==> config.mk <==
export PLATFORM = sky130hd
export DESIGN_NAME = eased_ramp_generator
export DESIGN_NICKNAME = d
export VERILOG_FILES = /design/src/rtl/erg_pkg.sv /design/src/rtl/erg_serial_div.sv /design/src/rtl/erg_serial_mul.sv /design/src/rtl/eased_ramp_generator.sv
export SDC_FILE = /design/constraint.sdc
export NUM_CORES = 1
export LEC_CHECK = 0
export BUFFER_PORTS_ARGS = -buffer_cell sky130_fd_sc_hd__clkbuf_2
export CAP_MARGIN = 25
export CORE_ASPECT_RATIO = 1.4
export CORE_MARGIN = 2
export CORE_UTILIZATION = 66
export DETAILED_ROUTE_END_ITERATION = 16
export PLACE_DENSITY = 0.87
export SKIP_CTS_REPAIR_TIMING = 1
export SLEW_MARGIN = 20
export SYNTH_ARGS = -nofsm -noshare
export SYNTH_HDL_FRONTEND = slang
export SYNTH_SLANG_ARGS = --single-unit
==> constraint.sdc <==
create_clock -name aclk -period 14.39 [get_ports aclk]
set_input_delay 0.7195 -clock aclk [delete_from_list [all_inputs] [get_ports aclk]]
set_output_delay 0.7195 -clock aclk [all_outputs]
set_load 0.02 [all_outputs]
==> src/rtl/erg_pkg.sv <==
`default_nettype none

package erg_pkg;

    // load and step strobes for a serial arithmetic unit
    typedef struct packed {
        logic load;
        logic step;
    } erg_ctl_t;

    // command codes carried in s_tuser
    localparam logic [1:0] KIND_TICK  = 2'd0;
    localparam logic [1:0] KIND_PLAY  = 2'd1;
    localparam logic [1:0] KIND_STOP  = 2'd2;
    localparam logic [1:0] KIND_RESET = 2'd3;

    // easing curves
    localparam logic [1:0] EASE_LINEAR = 2'd0;
    localparam logic [1:0] EASE_IN     = 2'd1;
    localparam logic [1:0] EASE_OUT    = 2'd2;
    localparam logic [1:0] EASE_INOUT  = 2'd3;

    // register file
    localparam int APB_DATA_W = 32;
    localparam int APB_ADDR_W = 5;
    localparam int REG_IDX_W  = 3;

    localparam logic [REG_IDX_W-1:0] REG_START    = 3'd0;
    localparam logic [REG_IDX_W-1:0] REG_END      = 3'd1;
    localparam logic [REG_IDX_W-1:0] REG_DURATION = 3'd2;
    localparam logic [REG_IDX_W-1:0] REG_EASE     = 3'd3;
    localparam logic [REG_IDX_W-1:0] REG_LOOP     = 3'd4;

endpackage

`default_nettype wire

==> src/rtl/erg_serial_div.sv <==
`default_nettype none

module erg_serial_div #(
    parameter int TB = 16,
    parameter int NW = 17
) (
    input  logic               aclk,
    input  erg_pkg::erg_ctl_t  ctl,
    input  logic [TB-1:0]      rem_init,
    input  logic [NW-1:0]      num_init,
    input  logic [TB-1:0]      divisor,
    output logic [TB-1:0]      rem,
    output logic [NW-1:0]      num
);
    import erg_pkg::*;

    logic [TB-1:0] rem_reg, rem_next;
    logic [NW-1:0] num_reg, num_next;
    logic [TB:0]   shifted;
    logic [TB+1:0] trial;

    // one restoring step: shift in the next numerator bit, subtract if it fits
    always_comb begin
        shifted  = {rem_reg, num_reg[NW-1]};
        trial    = {1'b0, shifted} - {2'b00, divisor};
        rem_next = rem_reg;
        num_next = num_reg;
        if (ctl.load) begin
            rem_next = rem_init;
            num_next = num_init;
        end else if (ctl.step) begin
            if (trial[TB+1]) begin
                rem_next = shifted[TB-1:0];
                num_next = {num_reg[NW-2:0], 1'b0};
            end else begin
                rem_next = trial[TB-1:0];
                num_next = {num_reg[NW-2:0], 1'b1};
            end
        end
    end

    always_ff @(posedge aclk) begin
        rem_reg <= rem_next;
        num_reg <= num_next;
    end

    assign rem = rem_reg;
    assign num = num_reg;

endmodule

`default_nettype wire

==> src/rtl/erg_serial_mul.sv <==
`default_nettype none

module erg_serial_mul #(
    parameter int AW = 18,
    parameter int BW = 17
) (
    input  logic               aclk,
    input  erg_pkg::erg_ctl_t  ctl,
    input  logic [AW-1:0]      a_init,
    input  logic [BW-1:0]      b_init,
    output logic [AW+BW:0]     prod
);
    import erg_pkg::*;

    logic [AW-1:0]  a_reg, a_next;
    logic [AW+BW:0] p_reg, p_next;
    logic [AW:0]    addend;
    logic [AW:0]    acc_sum;

    // signed multiplicand times unsigned multiplier, one multiplier bit a cycle while step is set
    always_comb begin
        addend  = p_reg[0] ? {a_reg[AW-1], a_reg} : '0;
        acc_sum = p_reg[AW+BW:BW] + addend;
        a_next  = a_reg;
        p_next  = p_reg;
        if (ctl.load) begin
            a_next = a_init;
            p_next = {{(AW+1){1'b0}}, b_init};
        end else if (ctl.step) begin
            p_next = {acc_sum[AW], acc_sum, p_reg[BW-1:1]};
        end
    end

    always_ff @(posedge aclk) begin
        a_reg <= a_next;
        p_reg <= p_next;
    end

    assign prod = p_reg;

endmodule

`default_nettype wire

==> src/rtl/eased_ramp_generator.sv <==
// channel | direction | tdata (lsb up)                                  | tuser
// s_      | in        | tick_count                                      | kind
// m_      | out       | ramp_value, progress_fraction, is_playing,      | -
//         |           | is_finished                                     |
// apb     | in/out    | start, end, duration, ease mode, loop enable at byte addresses 0..16
//
// each item runs in order through a bit-serial division for the loop wrap (on a wrap only),
// a bit-serial division for progress (when progress is below one), a bit-serial square (for
// a quadratic curve) and a bit-serial multiply that scales the span
// reset is synchronous, active low; it clears the configuration and control registers
// an item is taken only while the sequencer is idle; a finished result waits in the output
// register; the next result then waits in the output state, and no item is taken meanwhile
`default_nettype none

module eased_ramp_generator #(
    parameter int VALUE_BITS    = 16,
    parameter int TIME_BITS     = 16,
    parameter int FRACTION_BITS = 16,
    localparam int IN_TDATA_W   = ((TIME_BITS + 7) / 8) * 8,
    localparam int OUT_BITS     = VALUE_BITS + FRACTION_BITS + 3,
    localparam int OUT_TDATA_W  = ((OUT_BITS + 7) / 8) * 8
) (
    input  logic                              aclk,
    input  logic                              aresetn,
    // input item channel
    input  logic                              s_tvalid,
    output logic                              s_tready,
    input  logic [IN_TDATA_W-1:0]             s_tdata,   // tick_count
    input  logic [1:0]                        s_tuser,   // kind
    // result channel
    output logic                              m_tvalid,
    input  logic                              m_tready,
    output logic [OUT_TDATA_W-1:0]            m_tdata,   // ramp_value, progress_fraction,
                                                         // is_playing, is_finished
    // register port
    input  logic                              psel,
    input  logic                              penable,
    input  logic                              pwrite,
    input  logic [erg_pkg::APB_ADDR_W-1:0]    paddr,
    input  logic [erg_pkg::APB_DATA_W-1:0]    pwdata,
    output logic [erg_pkg::APB_DATA_W-1:0]    prdata,
    output logic                              pready
);
    import erg_pkg::*;

    localparam int VB = VALUE_BITS;
    localparam int TB = TIME_BITS;
    localparam int FB = FRACTION_BITS;
    localparam int NW = (TB + 1 > FB) ? TB + 1 : FB;
    localparam int AW = (VB + 1 > FB + 2) ? VB + 1 : FB + 2;
    localparam int STEPS_MAX = (NW > FB + 1) ? NW : FB + 1;
    localparam int CW = $clog2(STEPS_MAX + 1);
    localparam logic [FB:0] ONE_Q = {1'b1, {FB{1'b0}}};

    // sequencer states
    localparam logic [3:0] ST_IDLE     = 4'd0;
    localparam logic [3:0] ST_WRAP     = 4'd1;
    localparam logic [3:0] ST_WRAPDONE = 4'd2;
    localparam logic [3:0] ST_PROG     = 4'd3;
    localparam logic [3:0] ST_DIV      = 4'd4;
    localparam logic [3:0] ST_DIVDONE  = 4'd5;
    localparam logic [3:0] ST_EASE     = 4'd6;
    localparam logic [3:0] ST_SQ       = 4'd7;
    localparam logic [3:0] ST_SQDONE   = 4'd8;
    localparam logic [3:0] ST_VAL      = 4'd9;
    localparam logic [3:0] ST_OUT      = 4'd10;

    // configuration registers
    logic [VB-1:0] start_reg;
    logic [VB-1:0] end_reg;
    logic [TB-1:0] duration_reg;
    logic [1:0]    ease_reg;
    logic          loop_reg;

    // ramp state and sequencer
    logic [3:0]    state_reg, state_next;
    logic [CW-1:0] cnt_reg, cnt_next;
    logic [TB-1:0] elapsed_reg, elapsed_next;
    logic          playing_reg, playing_next;
    logic          finished_reg, finished_next;
    logic [FB:0]   p_reg, p_next;
    logic          m_tvalid_reg, m_tvalid_next;
    logic [OUT_BITS-1:0] out_reg, out_next;

    // arithmetic units
    erg_ctl_t       div_ctl, mul_ctl;
    logic [TB-1:0]  div_rem_init, div_rem;
    logic [NW-1:0]  div_num_init, div_num;
    logic [AW-1:0]  mul_a;
    logic [FB:0]    mul_b;
    logic [AW+FB+1:0] mul_prod;

    // datapath helpers
    logic [1:0]          in_kind;
    logic [TB-1:0]       in_tick;
    logic [TB:0]         tick_sum;
    logic                sum_reaches_end;
    logic                cfg_write;
    logic [REG_IDX_W-1:0] cfg_idx;
    logic                p_lt_half;
    logic                use_q;
    logic [FB:0]         q_val;
    logic [FB:0]         x_val;
    logic [FB:0]         sq_bits;
    logic                keep_direct;
    logic [FB:0]         ease_val;
    logic signed [VB:0]  span;
    logic signed [VB+1:0] t_hi;
    logic                round_up;
    logic [VB+1:0]       result_full;

    assign in_kind = s_tuser;
    assign in_tick = s_tdata[TB-1:0];

    assign s_tready = (state_reg == ST_IDLE);
    assign m_tvalid = m_tvalid_reg;
    assign m_tdata  = OUT_TDATA_W'(out_reg);
    assign pready   = 1'b1;

    // register port
    assign cfg_write = psel && penable && pwrite && pready;
    assign cfg_idx   = paddr[APB_ADDR_W-1:2];

    always_ff @(posedge aclk) begin
        if (!aresetn) begin
            start_reg    <= '0;
            end_reg      <= '0;
            duration_reg <= '0;
            ease_reg     <= EASE_LINEAR;
            loop_reg     <= 1'b0;
        end else if (cfg_write) begin
            case (cfg_idx)
                REG_START:    start_reg    <= pwdata[VB-1:0];
                REG_END:      end_reg      <= pwdata[VB-1:0];
                REG_DURATION: duration_reg <= pwdata[TB-1:0];
                REG_EASE:     ease_reg     <= pwdata[1:0];
                REG_LOOP:     loop_reg     <= pwdata[0];
                default: begin
                end
            endcase
        end
    end

    always_comb begin
        case (cfg_idx)
            REG_START:    prdata = APB_DATA_W'(start_reg);
            REG_END:      prdata = APB_DATA_W'(end_reg);
            REG_DURATION: prdata = APB_DATA_W'(duration_reg);
            REG_EASE:     prdata = APB_DATA_W'(ease_reg);
            REG_LOOP:     prdata = APB_DATA_W'(loop_reg);
            default:      prdata = '0;
        endcase
    end

    // tick accumulation
    assign tick_sum        = {1'b0, elapsed_reg} + {1'b0, in_tick};
    assign sum_reaches_end = (tick_sum >= {1'b0, duration_reg});

    // easing operand and curve from the square
    assign p_lt_half   = !p_reg[FB] && !p_reg[FB-1];
    assign q_val       = ONE_Q - p_reg;
    assign use_q       = (ease_reg == EASE_OUT) || ((ease_reg == EASE_INOUT) && !p_lt_half);
    assign x_val       = use_q ? q_val : p_reg;
    assign sq_bits     = (ease_reg == EASE_INOUT) ? mul_prod[2*FB-1:FB-1]
                                                  : mul_prod[2*FB:FB];
    assign keep_direct = (ease_reg == EASE_IN) || ((ease_reg == EASE_INOUT) && p_lt_half);
    assign ease_val    = keep_direct ? sq_bits : ONE_Q - sq_bits;

    // final value: start plus scaled span, truncated toward zero
    assign span        = $signed({end_reg[VB-1], end_reg}) - $signed({start_reg[VB-1], start_reg});
    assign t_hi        = $signed({{2{start_reg[VB-1]}}, start_reg})
                       + $signed(mul_prod[FB+VB+1:FB]);
    assign round_up    = t_hi[VB+1] && (|mul_prod[FB-1:0]);
    assign result_full = t_hi + (VB+2)'(round_up);

    // sequencer
    always_comb begin
        state_next    = state_reg;
        cnt_next      = cnt_reg;
        elapsed_next  = elapsed_reg;
        playing_next  = playing_reg;
        finished_next = finished_reg;
        p_next        = p_reg;
        m_tvalid_next = m_tvalid_reg && !m_tready;
        out_next      = out_reg;
        div_ctl       = '0;
        mul_ctl       = '0;
        div_rem_init  = '0;
        div_num_init  = '0;
        mul_a         = '0;
        mul_b         = '0;
        case (state_reg)
            ST_IDLE: begin
                if (s_tvalid) begin
                    state_next = ST_PROG;
                    case (in_kind)
                        KIND_PLAY: begin
                            playing_next  = 1'b1;
                            elapsed_next  = '0;
                            finished_next = (duration_reg == '0) ? !loop_reg : 1'b0;
                        end
                        KIND_STOP: begin
                            playing_next = 1'b0;
                        end
                        KIND_RESET: begin
                            playing_next  = 1'b0;
                            finished_next = 1'b0;
                            elapsed_next  = '0;
                        end
                        KIND_TICK: begin
                            if (playing_reg) begin
                                if (duration_reg == '0) begin
                                    finished_next = !loop_reg;
                                end else if (!sum_reaches_end) begin
                                    elapsed_next = tick_sum[TB-1:0];
                                end else if (loop_reg) begin
                                    div_ctl.load = 1'b1;
                                    div_num_init = NW'(tick_sum);
                                    cnt_next     = CW'(NW);
                                    state_next   = ST_WRAP;
                                end else begin
                                    elapsed_next  = duration_reg;
                                    playing_next  = 1'b0;
                                    finished_next = 1'b1;
                                end
                            end
                        end
                        default: begin
                        end
                    endcase
                end
            end
            ST_WRAP: begin
                div_ctl.step = 1'b1;
                cnt_next     = cnt_reg - CW'(1);
                if (cnt_reg == CW'(1)) begin
                    state_next = ST_WRAPDONE;
                end
            end
            ST_WRAPDONE: begin
                elapsed_next = div_rem;
                state_next   = ST_PROG;
            end
            ST_PROG: begin
                if ((duration_reg == '0) || (elapsed_reg >= duration_reg)) begin
                    p_next     = ONE_Q;
                    state_next = ST_EASE;
                end else begin
                    div_ctl.load = 1'b1;
                    div_rem_init = elapsed_reg;
                    cnt_next     = CW'(FB);
                    state_next   = ST_DIV;
                end
            end
            ST_DIV: begin
                div_ctl.step = 1'b1;
                cnt_next     = cnt_reg - CW'(1);
                if (cnt_reg == CW'(1)) begin
                    state_next = ST_DIVDONE;
                end
            end
            ST_DIVDONE: begin
                p_next     = {1'b0, div_num[FB-1:0]};
                state_next = ST_EASE;
            end
            ST_EASE: begin
                mul_ctl.load = 1'b1;
                cnt_next     = CW'(FB + 1);
                if (ease_reg == EASE_LINEAR) begin
                    mul_a      = AW'(span);
                    mul_b      = p_reg;
                    state_next = ST_VAL;
                end else begin
                    mul_a      = AW'(x_val);
                    mul_b      = x_val;
                    state_next = ST_SQ;
                end
            end
            ST_SQ: begin
                mul_ctl.step = 1'b1;
                cnt_next     = cnt_reg - CW'(1);
                if (cnt_reg == CW'(1)) begin
                    state_next = ST_SQDONE;
                end
            end
            ST_SQDONE: begin
                mul_ctl.load = 1'b1;
                mul_a        = AW'(span);
                mul_b        = ease_val;
                cnt_next     = CW'(FB + 1);
                state_next   = ST_VAL;
            end
            ST_VAL: begin
                mul_ctl.step = 1'b1;
                cnt_next     = cnt_reg - CW'(1);
                if (cnt_reg == CW'(1)) begin
                    state_next = ST_OUT;
                end
            end
            ST_OUT: begin
                if (!m_tvalid_reg || m_tready) begin
                    out_next      = {finished_reg, playing_reg, p_reg, result_full[VB-1:0]};
                    m_tvalid_next = 1'b1;
                    state_next    = ST_IDLE;
                end
            end
            default: begin
                state_next = ST_IDLE;
            end
        endcase
    end

    // control registers
    always_ff @(posedge aclk) begin
        if (!aresetn) begin
            state_reg    <= ST_IDLE;
            cnt_reg      <= '0;
            elapsed_reg  <= '0;
            playing_reg  <= 1'b0;
            finished_reg <= 1'b0;
            m_tvalid_reg <= 1'b0;
        end else begin
            state_reg    <= state_next;
            cnt_reg      <= cnt_next;
            elapsed_reg  <= elapsed_next;
            playing_reg  <= playing_next;
            finished_reg <= finished_next;
            m_tvalid_reg <= m_tvalid_next;
        end
    end

    // payload registers
    always_ff @(posedge aclk) begin
        p_reg   <= p_next;
        out_reg <= out_next;
    end

    // shared remainder unit for loop wrap and progress
    erg_serial_div #(
        .TB (TB),
        .NW (NW)
    ) u_div (
        .aclk     (aclk),
        .ctl      (div_ctl),
        .rem_init (div_rem_init),
        .num_init (div_num_init),
        .divisor  (duration_reg),
        .rem      (div_rem),
        .num      (div_num)
    );

    // shared multiplier for the square and the span scaling
    erg_serial_mul #(
        .AW (AW),
        .BW (FB + 1)
    ) u_mul (
        .aclk   (aclk),
        .ctl    (mul_ctl),
        .a_init (mul_a),
        .b_init (mul_b),
        .prod   (mul_prod)
    );

    // a result appears only from the output state
    assert property (@(posedge aclk) disable iff (!aresetn)
        $rose(m_tvalid) |-> $past(state_reg == ST_OUT))
        else $error("result raised outside the output state");

    // a waiting result is never overwritten
    assert property (@(posedge aclk) disable iff (!aresetn)
        (state_reg == ST_OUT && m_tvalid && !m_tready) |=> (state_reg == ST_OUT))
        else $error("pending result overwritten");

    // the running remainder stays below the duration
    assert property (@(posedge aclk) disable iff (!aresetn)
        (state_reg == ST_DIV || state_reg == ST_WRAP) |-> (div_rem < duration_reg))
        else $error("remainder out of range");

endmodule

`default_nettype wire

# Word-level counts from Yosys, hierarchy flattened
# Index checks and enable logic that the tools add are counted.
[word_totals]
in_bits = 62
regBits = 217
word_cells = 197
latchBits = 0
n_memories = 0
out_inout_bits = 75
romBits = 0
ram_bits = 0
[op_classes]
mul = 0
n_reduce_logical = 47
add_sub_neg = 9
eq_ne = 41
div = 0
shifts = 0
n_mux = 80
order_cmp = 2
bitwise_logic = 0
[ops]
columns = ["op", "n"]
rows = [
  ["17-bit two-way mux", 16],
  ["16-bit two-way mux", 10],
  ["16-bit case mux with 5 select lines", 1],
  ["17-bit case mux with 2 select lines", 2],
  ["16-bit case mux with 2 select lines", 2],
  ["4-bit case mux with 11 select lines", 1],
  ["18-bit case mux with 2 select lines", 1],
  ["5-bit two-way mux", 7],
  ["17-bit subtractor (first input constant)", 2],
  ["4-bit two-way mux", 7],
  ["1-bit two-way mux", 21],
  ["2-bit != test (second input constant)", 10],
  ["5-bit case mux with 4 select lines", 1],
  ["19-bit adder", 1],
  ["19-bit two-way mux", 1],
  ["16-bit by 18-bit adder with 18-bit output", 1],
  ["18-bit two-way mux", 1],
  ["6-bit AND reduction", 3],
  ["17-bit by 16-bit subtractor with 18-bit output", 1],
  ["16-bit by 16-bit adder with 17-bit output", 1],
  ["17-bit by 16-bit >= comparator with 1-bit output", 1],
  ["16-bit by 16-bit subtractor with 17-bit output", 1],
  ["16-bit by 1-bit adder with 16-bit output", 1],
  ["4-bit by 3-bit == test with 1-bit output (second input constant)", 4],
  ["33 further kinds", 82],
]

# Logic depth before layout (Yosys ltp)
# Gate-level depths: netlist (run 1).
[depth]
word_depth = 9
mapped_depth = 21
mapped_depth_nobuf = 19

# Modules after synthesis
# From an unflattened synthesis (run 1), not the netlist that was laid out.
[unflattened]
hier_cells = 1914
hier_area_um2 = 16489.6
[modules_own_cells]
columns = ["mod", "cells_per_inst", "seq_area_each_um2", "area_per_inst_um2", "n_inst"]
rows = [
  ["eased_ramp_generator", 1413, 3143.0, 11006.8, 1],
  ["erg_serial_mul", 262, 1411.4, 2887.8, 1],
  ["erg_serial_div", 239, 991.0, 2595.0, 1],
]

# Worst setup path before layout (run 1)
# No wires, ideal clock.
[synth_timing]
path_kind = "input to register"
start = "input port s_tdata[0]"
end = "register u_div.num_reg[0], in the netlist u_div.num[0], enable pin"
path_buffers = 2
setup_ns = 0.494
t_required_ns = 13.896
t_arrival_ns = 4.832
slack_ns = 9.064
cell_stages = 21
path_cell_list = "ha_1 > inv_1 > fa_1 > and2b_1 > o21bai_2 > a211oi_2 > or3_1 > a21oi_1 > xnor2_1 > ha_1 > a21oi_1 > nor2_1 > a2111oi_0 > a31o_2 > nand3_1 > a41o_1 > and2_1 > buf_2 > nor2_1 > buf_2 > o31ai_1"
[synth_between]
elab_chain_len = 9
[synth_rtl]
columns = ["element", "line", "source"]
rows = [
  ["from (decl)", "eased_ramp_generator.sv:28", "input logic [IN_TDATA_W-1:0] s_tdata,"],
  ["16-bit by 16-bit adder with 17-bit output", "eased_ramp_generator.sv:156", "assign tick_sum = {1'b0, elapsed_reg} + {1'b0, in_tick};"],
  ["17-bit by 16-bit >= comparator with 1-bit output", "eased_ramp_generator.sv:157", "assign sum_reaches_end = (tick_sum >= {1'b0, duration_reg});"],
  ["1-bit two-way mux", "eased_ramp_generator.sv:214", "end else if (!sum_reaches_end) begin"],
  ["1-bit two-way mux", "eased_ramp_generator.sv:212", "if (duration_reg == '0) begin"],
  ["1-bit two-way mux", "eased_ramp_generator.sv:211", "if (playing_reg) begin"],
  ["1-bit two-way mux", "eased_ramp_generator.sv:196", "case (in_kind)"],
  ["1-bit two-way mux", "eased_ramp_generator.sv:194", "if (s_tvalid) begin"],
  ["1-bit case mux with 2 select lines", "eased_ramp_generator.sv:192", "case (state_reg)"],
  ["2-bit nonzero test (no source line)", "n/a", ""],
  ["to (signal assigned)", "erg_serial_div.sv:44", "num_reg <= num_next;"],
  ["to (decl)", "erg_serial_div.sv:18", "logic [NW-1:0] num_reg, num_next;"],
]
# No other way between the ends.
# A chain may end at the register's enable or synchronous reset.

# Final worst setup path (run 1)
[layout_timing]
start = "register elapsed_reg[0]"
end = "register u_div.num_reg[9], in the netlist u_div.num[9], enable pin"
[layout_between]
elab_chain_len = 9
word_cells_on_any_way = 12
classes_between = "1 x add/sub; 2 x order compare; 7 x mux; 2 x reduce/logical"
[layout_rtl]
columns = ["element", "line", "source"]
rows = [
  ["from (decl)", "eased_ramp_generator.sv:78", "logic [TB-1:0] elapsed_reg, elapsed_next;"],
  ["from (signal assigned)", "eased_ramp_generator.sv:325", "elapsed_reg <= elapsed_next;"],
  ["16-bit by 16-bit adder with 17-bit output", "eased_ramp_generator.sv:156", ""],
  ["17-bit by 16-bit >= comparator with 1-bit output", "eased_ramp_generator.sv:157", ""],
  ["1-bit two-way mux", "eased_ramp_generator.sv:214", ""],
  ["1-bit two-way mux", "eased_ramp_generator.sv:212", ""],
  ["1-bit two-way mux", "eased_ramp_generator.sv:211", ""],
  ["1-bit two-way mux", "eased_ramp_generator.sv:196", ""],
  ["1-bit two-way mux", "eased_ramp_generator.sv:194", ""],
  ["1-bit case mux with 2 select lines *", "eased_ramp_generator.sv:192", ""],
  ["2-bit nonzero test (no source line) *", "n/a", ""],
]
# Every way passes the cells marked *; elsewhere a longest branch is shown, timed or not.

==> results.cfg, run 1 <==
[run_status]
status = finished, final reports clean

[synth]
synth_edf_count = 120
synth_area_um2 = 15500
seq_area_frac_synth_pct = 35.7
yosys_warnings = 0
synth_cell_type_count = 87
syn_avg_cell_area_um2 = 8.79
synthCells = 1764
synthArstFlopShare_pct = 0
ys.flop_type = edfxtp_1
ys_seq_elements = 217

[detailed_routing]
wl_um = 43700
drt-met1-wl_um = 15300
drt_iter0_markers = 1102
drt-pass1-iter-count = 5
route.met2.wl_um = 21700
wire_per_inst_um = 20.4
vias = 13900
vias_per_cell = 6.51
ant_nets = 0
drc = 0
dr_wl_met3_um = 2850
highest_layer = met4

[global_route]
antenna_found_initial = 0
grt_pass1_wl_um = 68800
grt_use_total_pct = 34.9
grt_pass1_vias = 13700
grt_max_degree = 86
grt-ovfl-total = 0

[clock_tree]
cts_made_buffers = 23
cts_buffer_depth = 3
clkTransAtPathRegs_ns = 0.07
cts_tree = yes
clk_latency_ns = 0.53
htreeDepth = 1
cts-root-buf = clkbuf_16
clkSinkCount = 217

[die]
fp-row-count = 66
start_util_pct = 66.8
die_h_um = 185
ios = 137
die_x_um = 134
core_area_um2 = 23200
dieArea_um2 = 24800

[cells_and_area]
fill_cells = 1735
drive_gt1_share_pct = 10.0
finalNonFillerCells = 2141
fin_nets = 2010
syn_to_final_growth_pct = 8.83
diodes = 0

[worst_setup_path]
r2r_cells = 21
cp_top_family = compound AO/OA/AOI/OAI gates
critPathMaxStageDelay_ns = 0.80
reg2reg_slack_ns = 8.19
worst_ep_required_time_ns = 14.55
cp_num_buf_inv = 3
crit_path_end_kind = register
cp_slowest_cell = a41o_1
arrival_ns = 6.36
critical_path_peak_fanout = 33
crit_chain = ha_1 -> inv_1 -> fa_1 -> and2b_1 -> o21bai_2 -> a211oi_2 -> o2111a_1 -> o21a_1 -> nor2_1 -> ha_1 -> nand2_1 -> o211ai_1 -> nand4_1 -> a31o_2 -> nand3_1 -> a41o_1 -> and2_1 -> nor2_1 -> buf_4 -> o31ai_4 -> buf_4
cp.depth = 21
cp-start-kind = register
crit_type = reg -> reg

[sta]
fin_crit_ns = 6.20
tightest_slew_ns = 1.05
rsz0062_at_grt = false
hold_viol_final = 0
tns_ns = 0
fin_worst_skew_ns = 0.0212
relSlewSlack_pct = 29.9
drv_slew = 0
setup_viol = 0
maxClockFrequency_mhz = 161
fin_crit_sh_pct = 43.1

[worst_hold_path]
hold_class = reg -> reg
min_delay_path_depth = 0

[power_and_ir_drop]
p_leak_nw = 6.93
ir_drop_mv = 0.161
power.density_nw_per_um2 = 184

[flow_run]
max_cap_violations = 0

[place]
place_hpwl_um = 32800
numPlacedInstances = 2099
portBuffers = 96
routabilityCongestion = 0.962
## per-layer routing
layer | global-route usage, % | up-vias
li1 | - | 6517
met2 | 62.6 | 641
met5 | 0 | -
met3 | 4.76 | 220
met1 | 36.6 | 6556
met4 | 27.7 | 0
## cell usage after synthesis, types with 13 or more instances
cell type | number | area [um^2]
a21oi_1 | 108 | 541
a22o_1 | 21 | 184
xnor2_1 | 51 | 447
nand2b_1 | 18 | 113
inv_1 | 78 | 293
nor3_1 | 37 | 185
nand2_1 | 204 | 766
a21o_1 | 24 | 180
o22ai_1 | 15 | 93.8
nand4_1 | 14 | 87.6
o21a_1 | 16 | 120
a21boi_0 | 52 | 390
buf_4 | 24 | 180
edfxtp_1 | 120 | 3600
ha_1 | 125 | 1560
and3_1 | 25 | 156
nor2b_1 | 22 | 138
o211ai_1 | 33 | 248
nand3_1 | 50 | 250
mux2i_1 | 44 | 440
o21ai_0 | 90 | 450
nor2_1 | 135 | 507
dfxtp_1 | 97 | 1940
and2_1 | 35 | 219
a31oi_1 | 13 | 81.3
xor2_1 | 40 | 350
o211a_1 | 14 | 140
clkbuf_1 | 64 | 240
or3_1 | 16 | 100
## worst reg2reg max path: stages (launching register included)
cell,delay [ns]
dfxtp_1,0.38
ha_1,0.18
inv_1,0.05
fa_1,0.42
and2b_1,0.27
o21bai_2,0.12
a211oi_2,0.34
o2111a_1,0.26
o21a_1,0.23
nor2_1,0.11
ha_1,0.34
nand2_1,0.09
o211ai_1,0.20
nand4_1,0.13
a31o_2,0.24
nand3_1,0.08
a41o_1,0.80
and2_1,0.67
nor2_1,0.11
buf_4,0.26
o31ai_4,0.08
buf_4,0.43
## stage by stage
| step | hold WS [ns] | utilization, % | setup WS (ns) | instance area [um^2] | power, mW |
|---|---|---|---|---|---|
| floorplan | 0.408 | - | 9.06 | 15600 | 2.11 |
| global placement | 0.436 | 69.5 | 7.98 | 16100 | 2.41 |
| detailed placement | 0.435 | 69.5 | 7.90 | 16100 | 2.48 |
| global route | 0.457 | 72.8 | 7.83 | 16900 | 3.30 |
| finish | 0.437 | 72.8 | 8.19 | 16900 | 3.11 |
| CTS | 0.445 | 72.7 | 8.32 | 16900 | 3.08 |
## cell usage in the layout (no fill, tap or decap), drive strengths merged, types with 16 or more instances in the layout
cell type and count:
a21boi 52, a21o 24, a21oi 108, a22o 21, and2 35, and3 25
clkbuf 123, conb 22, dfxtp 97, edfxtp 120, ha 125, inv 79
mux2i 44, nand2 205, nand2b 19, nand3 50, nor2 135, nor2b 22
nor3 37, o211ai 34, o21a 16, o21ai 100, or3 16, xnor2 51
xor2 40
## final timing paths
check / start / endpoint
max: elapsed_reg[0] / u_div.num[9]
min: finished_reg / out_reg[34]
max reg2reg: elapsed_reg[0] / u_div.num[9]
min reg2reg: finished_reg / out_reg[34]
## power by group
part / internal [mW] / switching, mW
clock network: 0.328 / 0.266
registers: 0.847 / 0.182
logic: 0.602 / 0.883
## layout make-up
type	instances	area (um^2)	area share [%]
Multi-Input combinational cell	1387	9310	55.2
Sequential cell	217	5550	32.8
Clock buffer	27	653	3.87
Timing Repair Buffer	111	593	3.51
Tap cell	306	383	2.27
Inverter	78	293	1.73
Clock inverter	15	101	0.600
## cell families after synthesis
group           synth area share [%]
fa+ha+maj                       10.7
buf+inv                         5.02
compound gates                  21.5
flops                           35.7
other cells                   0.0484
simple gates                    18.6
xor+xnor                        5.14
mux                             3.27
Power figures use the tool's default switching activity.
==> run 2: changes to the inputs <==
- ABC_AREA: unset -> 1
- CORE_UTILIZATION: 66 -> 55
- PLACE_DENSITY: 0.87 -> 0.77
- clock period: 14.39 -> 5.7 ns (I/O delays scaled with it)
==> results.cfg, run 2 <==
[worst_setup_path]
critPathMaxStageDelay_ns = 0.46
cp_slowest_cell = xor2_1
cp_num_buf_inv = 7
critical_path_peak_fanout = 23
arrival_ns = 5.12
crit_path_end_kind = register
cp_top_family = simple AND/OR/NAND/NOR gates
critPathMostFrequentCell = nand2_1
crit_type = reg -> reg
worst_ep_required_time_ns = 5.92
cp-start-kind = register

[flow_run]
max_cap_violations = 0

[synth]
seq_area_frac_synth_pct = 34.9
ys_seq_elements = 217
ys_top_cells_by_area = edfxtp_1 (23%), dfxtp_1 (12%), nand2_1 (10%), ha_1 (9.8%), inv_1 (6.9%)
synthCells = 2153
yosysTopAreaCellShare_pct = 22.7
synthArstFlopShare_pct = 0
ys.flop_type = edfxtp_1
yosysTopAreaCell = edfxtp_1
syn_avg_cell_area_um2 = 7.38
synth_cell_type_count = 63
synth_area_um2 = 15900
yosys_warnings = 0
synth_edf_count = 120
synth_commonest_cells = nand2_1 (423), inv_1 (290), nor2_1 (224), o21ai_0 (172), a21oi_1 (161)
yosysMostFrequentCell = nand2_1

[run_status]
status = finished, final reports clean

[global_route]
busiest_layer = met2
grt_pass1_vias = 14600
use_met2_pct = 56.5
antenna_found_initial = 0
grt_pass1_wl_um = 74000
grt-ovfl-total = 0
grtUsageMet1_pct = 32.8
grt_util_met3_pct = 3.32
grt_max_degree = 73
grt_use_total_pct = 31.2

[place]
routabilityCongestion = 0.959
place_hpwl_um = 37200
post-place-ws_ns = 0.844
portBuffers = 96
numPlacedInstances = 2579

[sta]
hold_viol_final = 0
setup_viol = 0
drv_slew = 0
maxClockFrequency_mhz = 204
fin_worst_skew_ns = 0.0150
rsz0062_at_grt = false
setup_ws_ns = 0.798
fin_crit_ns = 4.90
relSlewSlack_pct = 35.7
tns_ns = 0
fin_crit_sh_pct = 86.0
tightest_slew_ns = 0.961

[clock_tree]
htreeDepth = 1
clkTransAtPathRegs_ns = 0.06
clk_latency_ns = 0.54
clkSinkCount = 217
cts_made_buffers = 23
cts_buffer_depth = 3
cts_tree = yes
cts-root-buf = clkbuf_16

[power_and_ir_drop]
ir_drop_mv = 0.443
p_leak_nw = 8.05
power.density_nw_per_um2 = 499

[cells_and_area]
drive_gt1_share_pct = 8.67
final_cell_mix = nand2_1 (423), inv_1 (290), nor2_1 (224), o21ai_0 (172), a21oi_1 (160)
finalNonFillerCells = 2623
fin_nets = 2424
diodes = 0
syn_to_final_growth_pct = 9.50
layout_commonest_cell = nand2_1

[die]
die_h_um = 205
ios = 137
fp-row-count = 73
dieArea_um2 = 30300
die_x_um = 148
start_util_pct = 55.9
core_area_um2 = 28400

[detailed_routing]
drt_iter0_markers = 1019
wire_per_inst_um = 18.1
drc = 0
wl_um = 47600
ant_nets = 0
vias_per_cell = 5.75
drt-pass1-iter-count = 5
vias = 15100

[worst_hold_path]
hold_class = in -> reg
run 2: cell count changes in the layout (fill, tap and decap cells not counted), moves of 25 or more:
cell / previous run / this run
nand2_1: 204 / 423
a21oi_1: 108 / 160
inv_1: 78 / 290
and2_1: 35 / 2
o21ai_0: 89 / 172
a21boi_0: 52 / 5
mux2i_1: 44 / 0
nand3_1: 50 / 113
nor2_1: 134 / 224
and3_1: 25 / 0
run 2: cells by family after synthesis:
logic type,count (synthesis),synth area share [%]
other,2,0.0473
flip-flops,217,34.9
XOR/XNOR,83,4.67
adder cells (fa/ha/maj),130,10.5
buffers and inverters,380,9.68
AND/OR/NAND/NOR,870,23.5
AO/OA/AOI/OAI,471,16.7
run 2: worst paths after layout:
check	start	slack, ns	cells after the start	end
min	pwdata[10]	0.06	3	end_reg[10]
min reg2reg	finished_reg	0.45	0	out_reg[34]
max	elapsed_reg[0]	0.80	25	u_div.num[2]
max reg2reg	elapsed_reg[0]	0.80	25	u_div.num[2]
run 2: where the power goes:
part | internal (mW) | switching, mW | leakage, nW
combinational | 1.61 | 3.07 | 5.79
clock | 0.893 | 0.640 | 0.372
sequential | 2.11 | 0.359 | 1.88
total | 4.62 | 4.07 | 8.05
run 2: final cells by class:
cell class	instances	area, um^2
clock inverter	9	100
tap	375	469
timing repair buffer	111	601
clock buffer	32	653
fill	2569	11000
multi-input combinational	1576	8880
inverter	303	1140
sequential	217	5550
run 2: tightest hold or removal path: stages:
cell and delay (ns):
clkbuf_2 0.11, o21ai_0 0.08, nor2_1 0.08
run 2: layer usage:
metal,vias up,part of all wire (%)
met5,-,0
met1,6918,36
met4,0,8.6
li1,7365,-
met2,576,50
met3,216,5.3
run 2: stage by stage:
stage / area, um^2 / power, mW / util (%) / hold slack (ns)
2_1_floorplan: 16000 / 5.80 / - / 0.409
3_3_place_gp: 16600 / 6.94 / 58.5 / 0.426
3_5_place_dp: 16600 / 7.05 / 58.5 / 0.425
4_1_cts: 17400 / 8.60 / 61.1 / 0.0454
5_1_grt: 17400 / 9.37 / 61.2 / 0.0628
6_report: 17400 / 8.68 / 61.2 / 0.0581
==> run 3: changes to the inputs <==
- ABC_AREA: 1 -> unset
==> results.cfg, run 3 (same netlist as run 1, synthesis figures left out) <==
[cells_and_area]
diodes = 0
fin_nets = 2015
drive_gt1_share_pct = 10.2
final_cell_mix = nand2_1 (204), nor2_1 (133), ha_1 (125), edfxtp_1 (120), a21oi_1 (108)
layout_commonest_cell = nand2_1
fill_cells = 2438
syn_to_final_growth_pct = 10.2
multi_input_area_um2 = 9320
seq_area_um2 = 5550

[global_route]
busiest_layer = met2
grt_max_degree = 86
grt-ovfl-total = 0
grt_pass1_wl_um = 68800
antenna_found_initial = 0
grt_util_met3_pct = 3.37
grtUsageMet1_pct = 31.4
use_met2_pct = 52.2
grt_use_total_pct = 29.1
grt_pass1_vias = 13100

[clock_tree]
htreeDepth = 1
clkSinkCount = 217
cts_tree = yes
clkTransAtPathRegs_ns = 0.06
cts-root-buf = clkbuf_16
cts_made_buffers = 23
clk_latency_ns = 0.54
cts_buffer_depth = 3

[worst_setup_path]
critical_path_peak_fanout = 17
arrival_ns = 5.52
worst_ep_required_time_ns = 6.06
crit_path_end_kind = register
crit_type = reg -> reg
cp-start-kind = register

[power_and_ir_drop]
power.total_mw = 7.99
power.density_nw_per_um2 = 467
p_leak_nw = 7.00
ir_drop_mv = 0.379
p_clk_share_pct = 21.0
power.sequential.fraction_pct = 32.2
combPwrFrac_pct = 46.8
p_sw_mw = 3.32
switching_share_pct = 41.5
p_int_mw = 4.67

[sta]
hold_viol_final = 0
rsz0062_at_grt = false
relSlewSlack_pct = 33.6
fin_crit_ns = 5.16
tns_ns = 0
maxClockFrequency_mhz = 194
fin_crit_sh_pct = 90.5
setup_viol = 0
drv_slew = 0
fin_worst_skew_ns = 0.0157
tightest_slew_ns = 0.989

[die]
die_h_um = 203
fp-row-count = 72
dieArea_um2 = 29600
core_area_um2 = 27700
start_util_pct = 56.1
ios = 137
die_x_um = 146

[detailed_routing]
vias = 13600
drt-pass1-iter-count = 5
wl_um = 44200
ant_nets = 0
drt_iter0_markers = 941
vias_per_cell = 6.16
drc = 0
wire_per_inst_um = 20.0

[run_status]
status = finished, final reports clean

[place]
routabilityCongestion = 0.989
portBuffers = 96
place_hpwl_um = 33900

[flow_run]
max_cap_violations = 0

[worst_hold_path]
hold_class = in -> reg
[run 3: cell types whose count changed in the layout (fill, tap and decap cells not counted), moves of 25 or more]
| cell | delta |
|---|---|
| nand2_1 | -219 |
| a21boi_0 | +47 |
| mux2i_1 | +44 |
| a21oi_1 | -52 |
| and3_1 | +25 |
| o21ai_0 | -83 |
| and2_1 | +33 |
| nor2_1 | -91 |
| inv_1 | -212 |
| nand3_1 | -63 |
[run 3: power by group through the flow]
stage | Clock, mW | Combinational (mW) | Sequential (mW)
after floorplan | 0 | 2.92 | 2.41
after global placement | 0 | 3.56 | 2.58
after detailed placement | 0 | 3.67 | 2.60
after CTS | 1.70 | 3.69 | 2.57
after global routing | 1.75 | 4.14 | 2.61
final | 1.68 | 3.74 | 2.58
[run 3: metal layers]
metal | wire length [um] | share of wire, %
met2 | 22200 | 50
met4 | 3690 | 8.3
met1 | 16100 | 36
met5 | 0 | 0
met3 | 2310 | 5.2
[run 3: final cells by class]
cell class / count / share of cell area [%]
Inverter: 78 / 1.71
Sequential cell: 217 / 32.4
Clock buffer: 28 / 4.03
Multi-Input combinational cell: 1387 / 54.5
Tap cell: 370 / 2.71
Clock inverter: 14 / 0.944
Timing Repair Buffer: 116 / 3.67
[run 3: per-stage QoR]
| stage | worst slack [ns] | area (um^2) | std cells | utilization, % | hold slack (ns) |
|---|---|---|---|---|---|
| finish | 0.540 | 17100 | 2210 | 61.8 | 0.0154 |
| detailed placement | 0.652 | 16200 | 2166 | 58.7 | 0.484 |
| CTS | 0.651 | 17100 | 2208 | 61.8 | 0.00198 |
| global route | 0.253 | 17100 | 2210 | 61.8 | 0.0235 |
| global placement | 0.797 | 16200 | 2166 | 58.7 | 0.470 |
| floorplan | 0.741 | 15600 | 1784 | - | 0.408 |
[run 3: critical path, cell delays in order (launching register included)]
cell and delay (ns):
dfxtp_1 0.39, ha_1 0.20, inv_1 0.05, fa_1 0.40, and2b_1 0.28, o21bai_2 0.11, a211oi_2 0.31, or3_1 0.16
a21oi_1 0.07, xnor2_1 0.27, ha_1 0.30, a21oi_1 0.20, nor2_1 0.07, a2111oi_0 0.46, a31o_2 0.24, nand3_1 0.07
a41o_1 0.30, and2_1 0.18, buf_4 0.20, or2_1 0.43, o21ai_0 0.28
[run 3: final timing paths]
path	from	endpoint	slack, ns	depth (start not counted)
max	elapsed_reg[0]	u_div.rem[3]	0.54	20
min	pwdata[5]	start_reg[5]	0.02	3
max reg2reg	elapsed_reg[0]	u_div.rem[3]	0.54	20
min reg2reg	end_reg[10]	end_reg[10]	0.49	2
